File: src/rtl/core/cma_pkg.sv
// Shared types and constants for the centered moving average anomaly block.
// Holds the payload structs, register codes, controller states and the
// command and status bundles. Depends on nothing.
`default_nettype none

package cma_pkg;

    // Field widths fixed by the payload format.
    localparam int SAMPLE_W   = 16;
    localparam int FRAC_W     = 8;
    localparam int AVG_W      = SAMPLE_W + FRAC_W;
    localparam int CFG_W      = 16;

    // Default window length for the top level parameter.
    localparam int DEF_WINDOW = 5;

    // Configuration port geometry.
    localparam int APB_ADDR_W = 3;
    localparam int APB_DATA_W = 32;
    localparam int REG_IDX_LSB = 2;

    // Register reset values.
    localparam logic [CFG_W-1:0] THRESH_RESET = 16'd100;
    localparam logic [CFG_W-1:0] HLIMIT_RESET = 16'd140;

    // Register indexes.
    typedef enum logic [0:0] {
        REG_THRESH = 1'b0,
        REG_HLIMIT = 1'b1
    } reg_idx_t;

    // One input transaction.
    typedef struct packed {
        logic signed [SAMPLE_W-1:0] sample;
        logic                       final_sample;
    } in_item_t;

    // One result transaction.
    typedef struct packed {
        logic signed [AVG_W-1:0]    average_q8;
        logic signed [SAMPLE_W-1:0] raw_echo;
        logic                       anomaly;
        logic                       final_result;
    } out_item_t;

    // Controller states.
    typedef enum logic [3:0] {
        ST_IDLE,
        ST_PLAN,
        ST_SETUP,
        ST_FETCH,
        ST_SUM,
        ST_CHECK,
        ST_DIV,
        ST_EMIT,
        ST_UPDATE
    } ctrl_state_t;

    // Commands from the controller to the datapath.
    typedef struct packed {
        logic accept;
        logic setup;
        logic fetch;
        logic sum_step;
        logic check;
        logic load_out;
        logic next_centre;
        logic update;
    } dp_cmd_t;

    // Status from the datapath to the controller.
    typedef struct packed {
        logic has_emit;
        logic tap_last;
        logic div_busy;
        logic out_free;
        logic centre_last;
    } dp_status_t;

endpackage

`default_nettype wire

File: src/rtl/core/cma_div.sv
// Restoring divider for the window average, one quotient bit per cycle.
// Unsigned dividend and divisor; reports a nonzero remainder for rounding.
// Depends on nothing outside this file.
`default_nettype none

module cma_div #(
    parameter int DIVW = 29,
    parameter int DVSW = 3
) (
    input  logic            aclk,
    input  logic            aresetn,
    input  logic            start,
    input  logic [DIVW-1:0] dividend,
    input  logic [DVSW-1:0] divisor,
    output logic            busy,
    output logic [DIVW-1:0] quotient,
    output logic            rem_nz
);

    localparam int STEPW = (DIVW > 1) ? $clog2(DIVW) : 1;
    localparam logic [STEPW-1:0] LAST_STEP = STEPW'(DIVW - 1);

    logic [DIVW-1:0]  quo_reg;
    logic [DVSW-1:0]  rem_reg;
    logic [DVSW-1:0]  dvs_reg;
    logic [STEPW-1:0] step_reg;
    logic             busy_reg;

    logic [DVSW:0]    trial;
    logic [DVSW:0]    diff;
    logic             fits;

    // Shift the next dividend bit into the partial remainder and try a subtract.
    always_comb begin
        trial = {rem_reg, quo_reg[DIVW-1]};
        diff  = trial - {1'b0, dvs_reg};
        fits  = (trial >= {1'b0, dvs_reg});
    end

    // Busy flag and step counter.
    always_ff @(posedge aclk) begin
        if (!aresetn) begin
            busy_reg <= 1'b0;
            step_reg <= '0;
        end else if (start) begin
            busy_reg <= 1'b1;
            step_reg <= LAST_STEP;
        end else if (busy_reg) begin
            if (step_reg == '0) begin
                busy_reg <= 1'b0;
            end
            step_reg <= step_reg - STEPW'(1);
        end
    end

    // Quotient and remainder registers.
    always_ff @(posedge aclk) begin
        if (start) begin
            quo_reg <= dividend;
            rem_reg <= '0;
            dvs_reg <= divisor;
        end else if (busy_reg) begin
            quo_reg <= {quo_reg[DIVW-2:0], fits};
            rem_reg <= fits ? diff[DVSW-1:0] : trial[DVSW-1:0];
        end
    end

    assign busy     = busy_reg;
    assign quotient = quo_reg;
    assign rem_nz   = (rem_reg != '0);

endmodule

`default_nettype wire

File: src/rtl/core/cma_ctrl.sv
// Controller state machine for the centered moving average block.
// Sequences accept, per-result window summing, division and history update.
// Depends on cma_pkg.
`default_nettype none

module cma_ctrl (
    input  logic                aclk,
    input  logic                aresetn,
    input  logic                s_valid,
    output logic                s_ready,
    input  cma_pkg::dp_status_t status,
    output cma_pkg::dp_cmd_t    cmd
);

    import cma_pkg::*;

    ctrl_state_t state_reg;
    ctrl_state_t state_next;

    // State register.
    always_ff @(posedge aclk) begin
        if (!aresetn) begin
            state_reg <= ST_IDLE;
        end else begin
            state_reg <= state_next;
        end
    end

    // Next state and datapath commands.
    always_comb begin
        state_next = state_reg;
        cmd        = '0;
        s_ready    = 1'b0;
        case (state_reg)
            ST_IDLE: begin
                s_ready = 1'b1;
                if (s_valid) begin
                    cmd.accept = 1'b1;
                    state_next = ST_PLAN;
                end
            end
            ST_PLAN: begin
                state_next = status.has_emit ? ST_SETUP : ST_UPDATE;
            end
            ST_SETUP: begin
                cmd.setup  = 1'b1;
                state_next = ST_FETCH;
            end
            ST_FETCH: begin
                cmd.fetch  = 1'b1;
                state_next = ST_SUM;
            end
            ST_SUM: begin
                cmd.sum_step = 1'b1;
                if (status.tap_last) begin
                    state_next = ST_CHECK;
                end
            end
            ST_CHECK: begin
                cmd.check  = 1'b1;
                state_next = ST_DIV;
            end
            ST_DIV: begin
                if (!status.div_busy) begin
                    state_next = ST_EMIT;
                end
            end
            ST_EMIT: begin
                if (status.out_free) begin
                    cmd.load_out = 1'b1;
                    if (status.centre_last) begin
                        state_next = ST_UPDATE;
                    end else begin
                        cmd.next_centre = 1'b1;
                        state_next      = ST_SETUP;
                    end
                end
            end
            ST_UPDATE: begin
                cmd.update = 1'b1;
                state_next = ST_IDLE;
            end
            default: begin
                state_next = ST_IDLE;
            end
        endcase
    end

endmodule

`default_nettype wire

File: src/rtl/core/cma_dpath.sv
// Datapath for the centered moving average block: sample window, tap
// accumulators, anomaly tests, the divider and the result register.
// Depends on cma_pkg and cma_div.
`default_nettype none

module cma_dpath #(
    parameter int WINDOW = cma_pkg::DEF_WINDOW
) (
    input  logic                                    aclk,
    input  logic                                    aresetn,
    input  cma_pkg::dp_cmd_t                        cmd,
    output cma_pkg::dp_status_t                     status,
    input  cma_pkg::in_item_t                       s_data,
    input  logic [cma_pkg::CFG_W-1:0]               thresh,
    input  logic signed [cma_pkg::CFG_W-1:0]        hlimit,
    input  logic                                    m_ready,
    output logic                                    m_valid,
    output cma_pkg::out_item_t                      m_data
);

    import cma_pkg::*;

    localparam int HALF  = WINDOW / 2;
    localparam int FW    = $clog2(WINDOW);
    localparam int IW    = FW + 1;
    localparam int CW    = $clog2(WINDOW + 1);
    localparam int BASEW = (SAMPLE_W > CFG_W) ? SAMPLE_W : CFG_W;
    localparam int ACCW  = BASEW + CW + 2;
    localparam int DIVW  = ACCW + FRAC_W;

    localparam logic [IW-1:0] HALF_I = IW'(HALF);
    localparam logic [FW-1:0] LAST_F = FW'(WINDOW - 1);

    // Window storage: history entries followed by the newest sample.
    logic signed [SAMPLE_W-1:0] win_reg [WINDOW];
    logic [FW-1:0]              fill_reg;
    logic [FW-1:0]              centre_reg;
    logic [FW-1:0]              last_reg;
    logic [FW-1:0]              tap_reg;
    logic [FW-1:0]              lo_reg;
    logic [FW-1:0]              hi_reg;
    logic                       final_reg;
    logic                       has_emit_reg;

    // Per-result accumulators.
    logic signed [SAMPLE_W-1:0] raw_reg;
    logic signed [ACCW-1:0]     sum_reg;
    logic signed [ACCW-1:0]     rawacc_reg;
    logic signed [ACCW-1:0]     thracc_reg;
    logic signed [ACCW-1:0]     hlacc_reg;
    logic signed [ACCW-1:0]     dev_reg;
    logic [CW-1:0]              count_reg;
    logic                       neg_reg;

    // Result register.
    logic                       out_valid_reg;
    out_item_t                  out_reg;

    // Plan and window bound logic.
    logic [IW-1:0]              fill_i;
    logic [IW-1:0]              lag_i;
    logic                       ge_half;
    logic [IW-1:0]              cen_i;
    logic [IW-1:0]              lo_i;
    logic [IW-1:0]              hi_sum;
    logic [IW-1:0]              hi_i;

    // Division and test logic.
    logic [ACCW-1:0]            sum_mag;
    logic [DIVW-1:0]            dividend;
    logic                       div_busy;
    logic [DIVW-1:0]            quotient;
    logic                       rem_nz;
    logic [DIVW-1:0]            q_adj;
    logic [DIVW-1:0]            avg_full;
    logic signed [ACCW-1:0]     abs_dev;
    logic                       anom;

    // Which centres a new sample settles, and the clipped window of one centre.
    always_comb begin
        fill_i  = IW'(fill_reg);
        ge_half = (fill_i >= HALF_I);
        lag_i   = fill_i - HALF_I;
        cen_i   = IW'(centre_reg);
        lo_i    = (cen_i >= HALF_I) ? (cen_i - HALF_I) : '0;
        hi_sum  = cen_i + HALF_I;
        hi_i    = (hi_sum > fill_i) ? fill_i : hi_sum;
    end

    // Magnitude of the window sum, scaled to Q8, feeds the divider.
    always_comb begin
        sum_mag  = sum_reg[ACCW-1] ? ACCW'(-sum_reg) : ACCW'(sum_reg);
        dividend = {sum_mag, {FRAC_W{1'b0}}};
    end

    // Floor rounding of the signed quotient and the two anomaly tests.
    always_comb begin
        q_adj    = quotient + DIVW'(neg_reg && rem_nz);
        avg_full = neg_reg ? (-q_adj) : q_adj;
        abs_dev  = dev_reg[ACCW-1] ? (-dev_reg) : dev_reg;
        anom     = (abs_dev > thracc_reg) || (sum_reg > hlacc_reg);
    end

    // Window write on accept, shift on update once the history is full.
    always_ff @(posedge aclk) begin
        if (cmd.accept) begin
            win_reg[fill_reg] <= s_data.sample;
        end else if (cmd.update && !final_reg && (fill_reg == LAST_F)) begin
            for (int k = 0; k < WINDOW - 1; k++) begin
                win_reg[k] <= win_reg[k + 1];
            end
        end
    end

    // History fill level.
    always_ff @(posedge aclk) begin
        if (!aresetn) begin
            fill_reg <= '0;
        end else if (cmd.update) begin
            if (final_reg) begin
                fill_reg <= '0;
            end else if (fill_reg != LAST_F) begin
                fill_reg <= fill_reg + FW'(1);
            end
        end
    end

    // Range of centres to report for the accepted sample.
    always_ff @(posedge aclk) begin
        if (!aresetn) begin
            final_reg    <= 1'b0;
            has_emit_reg <= 1'b0;
        end else if (cmd.accept) begin
            final_reg    <= s_data.final_sample;
            has_emit_reg <= s_data.final_sample || ge_half;
        end
    end

    always_ff @(posedge aclk) begin
        if (cmd.accept) begin
            if (s_data.final_sample) begin
                centre_reg <= ge_half ? lag_i[FW-1:0] : '0;
                last_reg   <= fill_reg;
            end else begin
                centre_reg <= lag_i[FW-1:0];
                last_reg   <= lag_i[FW-1:0];
            end
        end else if (cmd.next_centre) begin
            centre_reg <= centre_reg + FW'(1);
        end
    end

    // Tap walk: point at the centre first to read the raw sample, then sweep.
    always_ff @(posedge aclk) begin
        if (cmd.setup) begin
            lo_reg  <= lo_i[FW-1:0];
            hi_reg  <= hi_i[FW-1:0];
            tap_reg <= centre_reg;
        end else if (cmd.fetch) begin
            raw_reg <= win_reg[tap_reg];
            tap_reg <= lo_reg;
        end else if (cmd.sum_step) begin
            tap_reg <= tap_reg + FW'(1);
        end
    end

    // Accumulate the sum and the count-scaled raw value and limits.
    always_ff @(posedge aclk) begin
        if (cmd.fetch) begin
            sum_reg    <= '0;
            rawacc_reg <= '0;
            thracc_reg <= '0;
            hlacc_reg  <= '0;
            count_reg  <= '0;
        end else if (cmd.sum_step) begin
            sum_reg    <= sum_reg + ACCW'(win_reg[tap_reg]);
            rawacc_reg <= rawacc_reg + ACCW'(raw_reg);
            thracc_reg <= thracc_reg + $signed(ACCW'(thresh));
            hlacc_reg  <= hlacc_reg + ACCW'(hlimit);
            count_reg  <= count_reg + CW'(1);
        end
    end

    // Deviation from the centre sample and the sign of the sum.
    always_ff @(posedge aclk) begin
        if (cmd.check) begin
            dev_reg <= sum_reg - rawacc_reg;
            neg_reg <= sum_reg[ACCW-1];
        end
    end

    cma_div #(
        .DIVW (DIVW),
        .DVSW (CW)
    ) u_div (
        .aclk     (aclk),
        .aresetn  (aresetn),
        .start    (cmd.check),
        .dividend (dividend),
        .divisor  (count_reg),
        .busy     (div_busy),
        .quotient (quotient),
        .rem_nz   (rem_nz)
    );

    // Result register; it holds until the downstream side takes it.
    always_ff @(posedge aclk) begin
        if (!aresetn) begin
            out_valid_reg <= 1'b0;
        end else if (cmd.load_out) begin
            out_valid_reg <= 1'b1;
        end else if (m_ready) begin
            out_valid_reg <= 1'b0;
        end
    end

    always_ff @(posedge aclk) begin
        if (cmd.load_out) begin
            out_reg.average_q8   <= avg_full[AVG_W-1:0];
            out_reg.raw_echo     <= raw_reg;
            out_reg.anomaly      <= anom;
            out_reg.final_result <= final_reg && (centre_reg == last_reg);
        end
    end

    assign m_valid = out_valid_reg;
    assign m_data  = out_reg;

    // Status back to the controller.
    always_comb begin
        status.has_emit    = has_emit_reg;
        status.tap_last    = (tap_reg == hi_reg);
        status.div_busy    = div_busy;
        status.out_free    = !out_valid_reg || m_ready;
        status.centre_last = (centre_reg == last_reg);
    end

endmodule

`default_nettype wire

File: src/rtl/core/centered_moving_average_anomaly.sv
// Top level of the centered moving average anomaly block.
// Holds the configuration registers and joins controller and datapath.
// Depends on cma_pkg, cma_ctrl and cma_dpath.
//
//   Channel   Direction  Handshake        Payload
//   s_        in         s_valid/s_ready  in_item_t: sample, final_sample
//   m_        out        m_valid/m_ready  out_item_t: average_q8, raw_echo, anomaly,
//                                         final_result
//   APB       in         psel/penable     registers at 0x0 (threshold), 0x4 (level)
//
// Per result the block walks the window taps, then runs the bit-serial divider
// over its quotient bits (29 with the default window), which dominates the
// work; a final sample gives up to three results with the default window.
// Reset is synchronous, active low, and empties the history.
// A waiting result is held in the output register; the block accepts the
// next sample meanwhile and stalls only when a second result is ready.
`default_nettype none

module centered_moving_average_anomaly #(
    parameter int WINDOW = cma_pkg::DEF_WINDOW
) (
    input  logic                               aclk,
    input  logic                               aresetn,
    input  logic                               s_valid,
    output logic                               s_ready,
    input  cma_pkg::in_item_t                  s_data,
    output logic                               m_valid,
    input  logic                               m_ready,
    output cma_pkg::out_item_t                 m_data,
    input  logic                               psel,
    input  logic                               penable,
    input  logic                               pwrite,
    input  logic [cma_pkg::APB_ADDR_W-1:0]     paddr,
    input  logic [cma_pkg::APB_DATA_W-1:0]     pwdata,
    output logic [cma_pkg::APB_DATA_W-1:0]     prdata,
    output logic                               pready
);

    import cma_pkg::*;

    logic [CFG_W-1:0]        thresh_reg;
    logic signed [CFG_W-1:0] hlimit_reg;
    reg_idx_t                reg_idx;
    dp_cmd_t                 cmd;
    dp_status_t              status;

    assign reg_idx = reg_idx_t'(paddr[REG_IDX_LSB]);
    assign pready  = 1'b1;

    // Register writes complete in the access phase.
    always_ff @(posedge aclk) begin
        if (!aresetn) begin
            thresh_reg <= THRESH_RESET;
            hlimit_reg <= HLIMIT_RESET;
        end else if (psel && penable && pwrite) begin
            case (reg_idx)
                REG_THRESH: begin
                    thresh_reg <= pwdata[CFG_W-1:0];
                end
                REG_HLIMIT: begin
                    hlimit_reg <= pwdata[CFG_W-1:0];
                end
                default: begin
                end
            endcase
        end
    end

    // Register read-back: threshold zero-extended, level sign-extended.
    always_comb begin
        case (reg_idx)
            REG_THRESH: begin
                prdata = {{(APB_DATA_W - CFG_W){1'b0}}, thresh_reg};
            end
            REG_HLIMIT: begin
                prdata = {{(APB_DATA_W - CFG_W){hlimit_reg[CFG_W-1]}}, hlimit_reg};
            end
            default: begin
                prdata = '0;
            end
        endcase
    end

    cma_ctrl u_ctrl (
        .aclk    (aclk),
        .aresetn (aresetn),
        .s_valid (s_valid),
        .s_ready (s_ready),
        .status  (status),
        .cmd     (cmd)
    );

    cma_dpath #(
        .WINDOW (WINDOW)
    ) u_dpath (
        .aclk    (aclk),
        .aresetn (aresetn),
        .cmd     (cmd),
        .status  (status),
        .s_data  (s_data),
        .thresh  (thresh_reg),
        .hlimit  (hlimit_reg),
        .m_ready (m_ready),
        .m_valid (m_valid),
        .m_data  (m_data)
    );

endmodule

`default_nettype wire

File: config.mk
export PLATFORM = sky130hd
export DESIGN_NAME = centered_moving_average_anomaly
export DESIGN_NICKNAME = d
export VERILOG_FILES = /design/src/rtl/core/cma_pkg.sv /design/src/rtl/core/cma_div.sv /design/src/rtl/core/cma_ctrl.sv /design/src/rtl/core/cma_dpath.sv /design/src/rtl/core/centered_moving_average_anomaly.sv
export SDC_FILE = /design/constraint.sdc
export NUM_CORES = 1
export LEC_CHECK = 0
export BUFFER_PORTS_ARGS = -buffer_cell sky130_fd_sc_hd__buf_2
export CORE_ASPECT_RATIO = 1.75
export CORE_MARGIN = 2
export CORE_UTILIZATION = 30
export CTS_BUF_LIST = sky130_fd_sc_hd__clkbuf_4
export DETAILED_ROUTE_END_ITERATION = 10
export HOLD_SLACK_MARGIN = 0.1
export SETUP_SLACK_MARGIN = 0.02
export SYNTH_ARGS = -nofsm -noshare
export SYNTH_HDL_FRONTEND = slang
export SYNTH_SLANG_ARGS = --single-unit
File: constraint.sdc
create_clock -name aclk -period 12.5 [get_ports aclk]
set_clock_uncertainty 0.15 [all_clocks]
set_input_delay 1.875 -clock aclk [delete_from_list [all_inputs] [get_ports aclk]]
set_output_delay 1.875 -clock aclk [all_outputs]
set_load 0.02 [all_outputs]
==> impl_metrics.tcl, run 1 <==
set metrics [dict create \
    status "complete, no violations" \
    fin_setup_tns_ns 0 \
    max-vdd-ir-drop_mv 0.103 \
    die_h_um 371 \
    pwr-share-seq_pct 38.2 \
    p_sw_share_pct 37.9 \
    dp_hpwl_um 41600 \
    overflow 0 \
    slew_viol_final 0 \
    synthArstFlopShare_pct 0 \
    h-tree-depth 3 \
    critical_path_class "in2out" \
    gr-usage-met2_pct 27.5 \
    design_area_um2 25900 \
    synth_fa_ha_area_share_pct 9.43 \
    max_cap_violations 0 \
    synth-edff-count 247 \
    synthCells 2340 \
    dieArea_um2 79300 \
    clockBufferDepth 3 \
    report.power.total_mw 4.57 \
    drive_gt1_share_pct 15.0 \
    fin_util_pct 33.9 \
    syn_to_final_growth_pct 12.0 \
    final_nets 2687 \
    worst_slack_ns 7.50 \
    start_util_pct 30.3 \
    root_buffer "clkbuf_4" \
    end_kind "primary output" \
    grt_pass1_vias 17000 \
    post-route-period-util_pct 40.0 \
    clkTransAtPathRegs_ns 0.07 \
    pre_cts_slack_ns 7.49 \
    synth_area_per_cell_um2 9.87 \
    antenna_left 0 \
    p_leak_nw 10.1 \
    yosysSeqAreaShare_pct 45.0 \
    wl_per_cell_um 16.0 \
    finalSetupViolCount 0 \
    antenna_found_initial 3 \
    largest_reg_flops 128 \
    fill_cells 7852 \
    first_pass_iters 7 \
    initialDrtViolationCount 823 \
    grt_max_degree 72 \
    worstMarginPinSlew_ns 1.16 \
    core_um2 76300 \
    crit_path_max_fanout 20 \
    rsz0062_at_grt "false" \
    hold_viol 0 \
    dp_cells 3379 \
    clock_power_share_pct 24.4 \
    numCtsBuffers 97 \
    clock_sinks 396 \
    via_per_inst 4.81 \
    p_switching_mw 1.73 \
    die_w_um 214 \
    slowest_delay_ns 0.43 \
    drc 0 \
    ys_warn_count 0 \
    cts_tree "built" \
    cp.arrival_ns 2.97 \
    comb_power_share_pct 37.3 \
    synth_top_family_by_area "simple AND/OR/NAND/NOR gates" \
    vias 17100 \
    ys_seq_elements 396 \
    instances_no_fill 3564 \
    cp_slowest_cell "and2_1" \
    clk_latency_ns 0.96 \
    io_pins 136 \
    row_count 134 \
    holdWs_ns 0.306 \
    p_per_area_nw_per_um2 177 \
    place_area_um2 24600 \
    synthSimpleGateAreaFrac_pct 16.0 \
    ctsHoldBuffers 0 \
    max_freq_mhz 200 \
    cp-start-kind "primary input" \
    port_buffers 116 \
    gr-usage-all-layers_pct 14.5 \
    ys_types 84 \
    use_met3_pct 2.68 \
    crit_path_frequent_cell "buf_2" \
    gp_congestion 0.858 \
    synth-xor-area-share_pct 6.25 \
    synth_compound_area_share_pct 13.4 \
    postCtsSetupBuffers 0 \
    cp.required_ns 10.47 \
    synth_ff_type "edfxtp_1" \
    crit_chain "buf_2, and2_1, a21o_1, buf_2" \
    gr-max-usage-layer "met2" \
    min-delay-path-class "reg2reg" \
    p_int_mw 2.84 \
    finalWirelength_um 57200 \
    slew_headroom_pct 22.4 \
    cts_resized 0 \
    syn_nets 2569 \
    grtUsageMet1_pct 14.3 \
    synth.cell_area_um2 23100 \
    grt_pass1_wl_um 89000 \
    muxShareOfSynthArea_pct 5.81 \
    fin_crit_ns 5.00 \
]
## final timing paths
| path | from | end | slack, ns | cells after the start |
|---|---|---|---|---|
| max reg2reg | flip-flop | u_dpath.sum_reg[19]$_SDFFE_PP0P_ | 7.90 | 14 |
| max | paddr[2] | prdata[15] | 7.50 | 4 |
| min | u_dpath.count_reg[2]$_SDFFE_PP0P_ | u_dpath.u_div.dvs_reg[2]$_DFFE_PP_ | 0.31 | 0 |
| min reg2reg | u_dpath.count_reg[2]$_SDFFE_PP0P_ | u_dpath.u_div.dvs_reg[2]$_DFFE_PP_ | 0.31 | 0 |
## placed cells by master (no fill, tap or decap), drive strengths merged, types with 11 or more instances in the layout
cell type,netlist,routed
a211oi,20,20
a21boi,34,34
a21o,45,45
a21oi,144,144
and2,11,11
and3,15,15
buf,30,129
clkbuf,80,135
clkinv,0,36
dfxtp,149,149
edfxtp,247,247
ha,163,163
inv,125,128
mux2,33,33
mux2i,25,25
mux4,32,32
nand2,408,408
nand2b,26,26
nand3,66,66
nand4,23,23
nor2,117,117
nor2b,28,28
nor3,40,40
nor4,14,14
o21a,12,12
o21ai,113,113
o31ai,23,23
or3,19,19
xnor2,109,109
xor2,56,56
## area by class of cell
cell class	instances	area, um2	share of cell area (%)
diodes	7	17.5	0.0677
clock buffers	135	1010	3.92
repair buffers	129	678	2.62
inverters	125	469	1.81
well taps	1020	1280	4.93
multi-input cells	1709	11800	45.5
flip-flops and latches	396	10400	40.2
clock inverters	43	249	0.962
## cells in the mapped netlist (6+ instances only)
library cell | instances | area, um2
a211oi_1 | 20 | 150
a21boi_0 | 34 | 255
a21o_1 | 45 | 338
a21oi_1 | 143 | 716
a31oi_1 | 10 | 62.6
and2_1 | 11 | 68.8
and3_1 | 15 | 93.8
and4_1 | 7 | 61.3
buf_1 | 9 | 33.8
buf_4 | 17 | 128
clkbuf_1 | 79 | 297
dfxtp_1 | 149 | 2980
edfxtp_1 | 247 | 7420
fa_1 | 7 | 140
ha_1 | 163 | 2040
inv_1 | 125 | 469
mux2_2 | 33 | 372
mux2i_1 | 25 | 250
mux4_2 | 32 | 721
nand2_1 | 407 | 1530
nand2b_1 | 25 | 156
nand3_1 | 66 | 330
nand4_1 | 21 | 131
nor2_1 | 116 | 435
nor2b_1 | 28 | 175
nor3_1 | 35 | 175
nor3b_1 | 7 | 52.6
nor4_1 | 12 | 75.1
o211ai_1 | 9 | 67.6
o21a_1 | 12 | 90.1
o21ai_0 | 106 | 531
o21ai_1 | 7 | 35.0
o21bai_1 | 10 | 75.1
o22ai_1 | 6 | 37.5
o31ai_1 | 22 | 165
o41ai_1 | 8 | 70.1
or2_2 | 9 | 56.3
or3_1 | 19 | 119
xnor2_1 | 109 | 955
xor2_1 | 56 | 490
## per-layer routing
| layer | routed length (um) | vias to the layer above |
|---|---|---|
| li1 | - | 8657 |
| met4 | 3170 | 0 |
| met5 | 0 | - |
| met3 | 2120 | 133 |
| met2 | 30800 | 322 |
| met1 | 21100 | 8035 |
## cell families (layout without fill, tap and decap cells)
| family | Yosys count | count (layout) |
|---|---|---|
| mux | 90 | 90 |
| fa+ha+maj | 170 | 170 |
| simple gates | 801 | 801 |
| xor+xnor | 165 | 165 |
| other cells | 1 | 8 |
| flops | 396 | 396 |
| compound gates | 482 | 482 |
| buf+inv | 235 | 432 |
## power groups by stage
stage          clock network [mW]  registers [mW]  logic [mW]
2_1_floorplan                   0            1.69        1.30
3_3_place_gp                    0            1.78        1.68
3_5_place_dp                    0            1.78        1.70
4_1_cts                      1.17            1.75        1.71
5_1_grt                      1.23            1.76        1.91
6_report                     1.12            1.75        1.70
## critical path, delay by kind of cell
kind / cells / cell delay (ns)
compound gates: 1 / 0.13
buf+inv: 2 / 0.53
simple gates: 1 / 0.43
Power figures use the tool's default switching activity.
==> run 2, diff against run 1 <==
==> constraint.sdc (replaced) <==
create_clock -name aclk -period 5 [get_ports aclk]
set_clock_uncertainty 0.15 [all_clocks]
set_input_delay 0.75 -clock aclk [delete_from_list [all_inputs] [get_ports aclk]]
set_output_delay 0.75 -clock aclk [all_outputs]
set_load 0.02 [all_outputs]
==> run 2 against run 1 <==
Register-to-register slack worse by 7.3 ns. Sequential power rose to 2.5 times the previous value. Cell count grew 1.1%. Sequential cell count unchanged. Clock power grew to 2.5 times the previous value. Global-route usage is 0.22 points higher. Count of clock-buffer cells in the layout up 7. Wire length grew 1.2%.
==> impl_metrics.tcl, run 2 (synthesized netlist as in run 1, its figures left out) <==
set metrics [dict create \
    first_pass_iters 7 \
    cp.arrival_ns 5.01 \
    antenna_left 0 \
    start_util_pct 30.3 \
    pre_cts_slack_ns 0.715 \
    syn_to_final_growth_pct 13.9 \
    grt_pass1_wl_um 90800 \
    slew_headroom_pct 20.0 \
    largest_reg_flops 128 \
    grt_max_degree 74 \
    max-vdd-ir-drop_mv 0.236 \
    clkTransAtPathRegs_ns 0.07 \
    design_area_um2 26300 \
    report.power.total_mw 11.5 \
    antenna_found_initial 2 \
    gr-usage-all-layers_pct 14.7 \
    fill_cells 7836 \
    clockBufferDepth 3 \
    layout_commonest_cell "nand2_1" \
    status "complete, no violations" \
    hold_viol 0 \
    final_nets 2728 \
    die_w_um 214 \
    fin_setup_tns_ns 0 \
    overflow 0 \
    crit_path_max_fanout 26 \
    crit_end "u_dpath.sum_reg[19]$_SDFFE_PP0P_" \
    cp.required_ns 5.63 \
    r2r_cells 13 \
    cp-start-kind "flip-flop" \
    wl_per_cell_um 16.1 \
    drive_gt1_share_pct 15.2 \
    rsz0062_at_grt "false" \
    h-tree-depth 3 \
    root_buffer "clkbuf_4" \
    max_cap_violations 0 \
    place_area_um2 24600 \
    io_pins 136 \
    gp_congestion 0.840 \
    finalSetupViolCount 0 \
    end_kind "flip-flop" \
    worstMarginPinSlew_ns 1.19 \
    critical_path_class "reg2reg" \
    clock_sinks 396 \
    holdWs_ns 0.237 \
    post-route-period-util_pct 87.7 \
    vias 17400 \
    drc 0 \
    reg2reg_slack_ns 0.62 \
    max_freq_mhz 228 \
    postCtsSetupBuffers 0 \
    p_per_area_nw_per_um2 438 \
    min-delay-path-class "in2reg" \
    cts_tree "built" \
    grt_pass1_vias 17400 \
    slew_viol_final 0 \
    die_h_um 371 \
    core_um2 76300 \
    clk_latency_ns 0.94 \
    worst_slack_ns 0.617 \
    via_per_inst 4.82 \
    p_leak_nw 10.3 \
    numCtsBuffers 99 \
    finalWirelength_um 57800 \
    row_count 134 \
    final_cell_mix "nand2_1 (406), edfxtp_1 (247), ha_1 (163)" \
    r2r_end "u_dpath.sum_reg[19]$_SDFFE_PP0P_" \
    initialDrtViolationCount 806 \
    fin_crit_ns 4.38 \
    dieArea_um2 79300 \
    dp_hpwl_um 42400 \
    port_buffers 116 \
]
==> run 2: cell types whose count changed in the layout (fill, tap and decap cells not counted), sizes merged, moves of 2 or more <==
cell         change
clkbuf           +7
buf              +3
clkinv           -3
dlygate4sd3     +36
diode            -3
clkinvlp         -2
==> run 2: what timing repair did <==
action / in CTS / in global routing
hold buffers: 36 / 0
resized for setup: 0 / 0
hold endpoints to repair: 169 / 0
==> run 2: how the worst min path moves through the flow <==
stage | startpoint | end | slack (ns) | cells past startpoint
after detailed placement | u_dpath.count_reg[2]$_SDFFE_PP0P_ | u_dpath.u_div.dvs_reg[2]$_DFFE_PP_ | 0.29 | 0
after global routing | aresetn | hlimit_reg[7]$_SDFFE_PN1P_ | 0.23 | 2
final | aresetn | hlimit_reg[3]$_SDFFE_PN1P_ | 0.24 | 2
after CTS | aresetn | thresh_reg[5]$_SDFFE_PN1P_ | 0.14 | 2
after floorplan | u_dpath.count_reg[2]$_SDFFE_PP0P_ | u_dpath.u_div.dvs_reg[2]$_DFFE_PP_ | 0.28 | 0
after global placement | u_dpath.count_reg[2]$_SDFFE_PP0P_ | u_dpath.u_div.dvs_reg[2]$_DFFE_PP_ | 0.29 | 0
==> run 2: cell type report <==
class                           count  area, um2  share of cell area (%)
Clock inverter                     39        233                   0.884
Timing Repair Buffer              168       1090                    4.13
Antenna cell                        4       10.0                  0.0380
Sequential cell                   396      10400                    39.5
Inverter                          125        469                    1.78
Clock buffer                      142       1070                    4.05
Tap cell                         1020       1280                    4.85
Multi-Input combinational cell   1709      11800                    44.7
==> run 2: metal layers <==
metal  track usage (%)  vias up  part of all wire, %
li1                  -     8753                    -
met1              14.1     8181                   37
met2              28.2      293                   54
met3              2.69      147                  3.3
met4              9.68        0                  5.9
met5                 0        -                    0
==> run 2: worst max-delay path, stage by stage, from the launching register on <==
cell	delay (ns)
dfxtp_2	0.50
buf_12	0.27
mux4_2	0.54
mux2_2	0.29
ha_1	0.21
a21o_1	0.17
a21o_1	0.22
a2111oi_1	0.54
o311a_1	0.30
o21a_1	0.17
o21ai_0	0.18
a22oi_1	0.33
a21boi_0	0.21
o311ai_0	0.12
==> run 2: stage by stage <==
step / util, % / instances
global route: 34.5 / 3601
floorplan: - / 2340
CTS: 34.5 / 3599
detailed placement: 32.3 / 3382
finish: 34.5 / 3603
global placement: 32.3 / 3382
==> run 2: where the power goes <==
part	total (mW)	internal, mW	switching (mW)
Sequential	4.38	3.90	0.471
Clock	2.84	1.43	1.41
Combinational	4.33	1.84	2.49
Total	11.5	7.17	4.37
==> run 3, diff against run 2 <==
--- a/config.mk
+++ b/config.mk
@@ -15,4 +15,5 @@
 export SETUP_SLACK_MARGIN = 0.02
 export SYNTH_ARGS = -nofsm -noshare
 export SYNTH_HDL_FRONTEND = slang
+export SYNTH_HIERARCHICAL = 1
 export SYNTH_SLANG_ARGS = --single-unit
==> run 3 against run 2 <==
Worst hold slack worse by 0.024 ns. Total power rose by 3.0%. Die area is 2.7% higher. Utilization is 0.11 points lower. Sequential share of layout area fell by 0.67 points. First-iteration DRC count fell by 17%. Sequential power increased by 3%. Synthesized area increased by 2.7%. Design area rose by 2.5%. Count of clock-buffer cells in the layout fell by 9. Largest cell class unchanged. Highest routed layer unchanged.
==> impl_metrics.tcl, run 3 <==
set metrics [dict create \
    status "complete, no violations" \
    largest_reg_flops 128 \
    wl_per_cell_um 17.0 \
    overflow 0 \
    ys_seq_elements 396 \
    dp_hpwl_um 46200 \
    synth_ff_type "edfxtp_1" \
    finalSetupViolCount 0 \
    drc 0 \
    row_count 136 \
    drive_gt1_share_pct 16.6 \
    io_pins 136 \
    synthArstFlopShare_pct 0 \
    ys_types 92 \
    cp.required_ns 5.56 \
    rsz0062_at_grt "false" \
    min-delay-path-class "in2reg" \
    cp-start-kind "flip-flop" \
    grt_max_degree 80 \
    root_buffer "clkbuf_4" \
    synth_area_per_cell_um2 10.2 \
    antenna_found_initial 5 \
    slew_headroom_pct 24.2 \
    final_nets 2741 \
    synth_top_area_cell "edfxtp_1" \
    dieArea_um2 81500 \
    via_per_inst 4.89 \
    cp.arrival_ns 4.79 \
    gr-usage-all-layers_pct 15.2 \
    grt_pass1_vias 18300 \
    ys_warn_count 6 \
    initialDrtViolationCount 671 \
    end_kind "flip-flop" \
    slew_viol_final 0 \
    die_h_um 376 \
    first_pass_iters 5 \
    core_um2 78400 \
    worstMarginPinSlew_ns 1.14 \
    yosysSeqAreaShare_pct 44.2 \
    clock_sinks 396 \
    clockBufferDepth 3 \
    p_leak_nw 10.6 \
    holdWs_ns 0.214 \
    h-tree-depth 3 \
    layout_commonest_cell "nand2_1" \
    reg2reg_slack_ns 0.77 \
    critical_path_class "reg2reg" \
    vias 17700 \
    p_per_area_nw_per_um2 441 \
    finalWirelength_um 61600 \
    max_cap_violations 0 \
    synth.cell_area_um2 23700 \
    hold_viol 0 \
    gp_congestion 0.867 \
    start_util_pct 30.2 \
    synth_top_area_share_pct 32.3 \
    max_freq_mhz 236 \
    max-vdd-ir-drop_mv 0.162 \
    port_buffers 116 \
    synth_common_cells "nand2_1 (306), edfxtp_1 (255), nor2_1 (187)" \
    fin_crit_ns 4.23 \
    postCtsSetupBuffers 0 \
    antenna_left 0 \
    post-route-period-util_pct 84.6 \
    synth_most_common_cell "nand2_1" \
    fill_cells 7988 \
    fin_setup_tns_ns 0 \
    crit_path_max_fanout 13 \
    clk_latency_ns 0.90 \
    synth-edff-count 255 \
    syn_to_final_growth_pct 13.7 \
    synth.area.top_cells "edfxtp_1 (32%), dfxtp_1 (12%), ha_1 (8.5%)" \
    clkTransAtPathRegs_ns 0.07 \
    synthCells 2332 \
    cts_tree "built" \
    final_cell_mix "nand2_1 (306), edfxtp_1 (255), nor2_1 (186)" \
    numCtsBuffers 93 \
    grt_pass1_wl_um 96900 \
    die_w_um 217 \
]
-- run 3: cell count changes after synthesis, moves of 9 or more --
cell / previous run / this run
o21a_1: 12 / 26
a21boi_0: 34 / 5
clkbuf_1: 79 / 48
xnor2_1: 109 / 123
nor3_1: 35 / 48
nand3_1: 66 / 39
a21oi_1: 143 / 102
nand2_1: 407 / 306
mux2_2: 33 / 67
or3_1: 19 / 10
mux2i_1: 25 / 66
nor2_1: 116 / 187
nor2b_1: 28 / 47
-- run 3: layout make-up --
type | count | area [um2] | share of cell area, %
antenna | 2 | 5.00 | 0.0186
clock buffer | 133 | 998 | 3.70
clock inverter | 34 | 230 | 0.854
inverter | 118 | 443 | 1.64
multi-input combinational | 1725 | 12300 | 45.7
sequential | 396 | 10500 | 38.9
tap | 1035 | 1290 | 4.80
timing repair buffer | 180 | 1180 | 4.37
-- run 3: kinds of logic after synthesis --
logic type	synth area share (%)
simple gates	15.4
compound gates	11.8
flops	44.2
buf+inv	4.05
xor+xnor	6.46
fa+ha+maj	9.08
mux	9.00
other cells	0.0316
-- run 3: report_power, final --
group          internal, mW  total (mW)  switching (mW)
Combinational          2.10        4.60            2.50
Clock                  1.39        2.77            1.38
Sequential             3.94        4.51           0.567
-- run 3: what timing repair did --
action | CTS | global route
hold buffers | 37 | 0
gates resized for setup | 0 | 0
hold endpoints to repair | 163 | 0
endpoints found under the setup margin | 0 | 0
-- run 3: per-stage QoR --
| stage | power (mW) | instances | utilization [%] | instance area [um2] | setup slack [ns] |
|---|---|---|---|---|---|
| after floorplan | 7.96 | 2339 | - | 23800 | 0.883 |
| final | 11.9 | 3623 | 34.4 | 27000 | 0.769 |
| after global routing | 12.8 | 3623 | 34.4 | 27000 | 0.493 |
| after global placement | 9.09 | 3417 | 32.3 | 25400 | 0.825 |
| after CTS | 12.0 | 3621 | 34.4 | 27000 | 0.739 |
| after detailed placement | 9.15 | 3417 | 32.3 | 25400 | 0.780 |
-- run 3: worst paths after layout --
kind / end / depth (start not counted) / from
worst max register to register: u_dpath/sum_reg[18]$_SDFFE_PP0P_ / 13 / flip-flop
worst min-delay path: u_dpath/u_div/step_reg[3]$_SDFFE_PN0P_ / 2 / aresetn
worst max-delay path: u_dpath/sum_reg[18]$_SDFFE_PP0P_ / 13 / flip-flop
worst min register to register: u_dpath/u_div/dvs_reg[2]$_DFFE_PP_ / 0 / u_dpath/count_reg[2]$_SDFFE_PP0P_
-- run 3: per-layer routing --
metal	GRT usage [%]	vias to the layer above	share of wire, %	routed length, um
met5	0	-	0	0
met4	9.76	0	5.9	3650
met3	2.32	172	3.3	2040
met2	29.3	350	54	33400
met1	14.8	8366	37	22500
li1	-	8828	-	-
-- run 3: worst max-delay path, cell delays in order (launching register included) --
cell     delay, ns
dfxtp_2       0.65
mux4_2        0.57
mux2_2        0.30
ha_1          0.24
inv_1         0.08
fa_1          0.18
nor2b_1       0.07
o31a_1        0.31
o21ai_0       0.47
a21oi_1       0.19
a41o_1        0.30
o41ai_1       0.33
xor2_1        0.18
o21ai_0       0.09
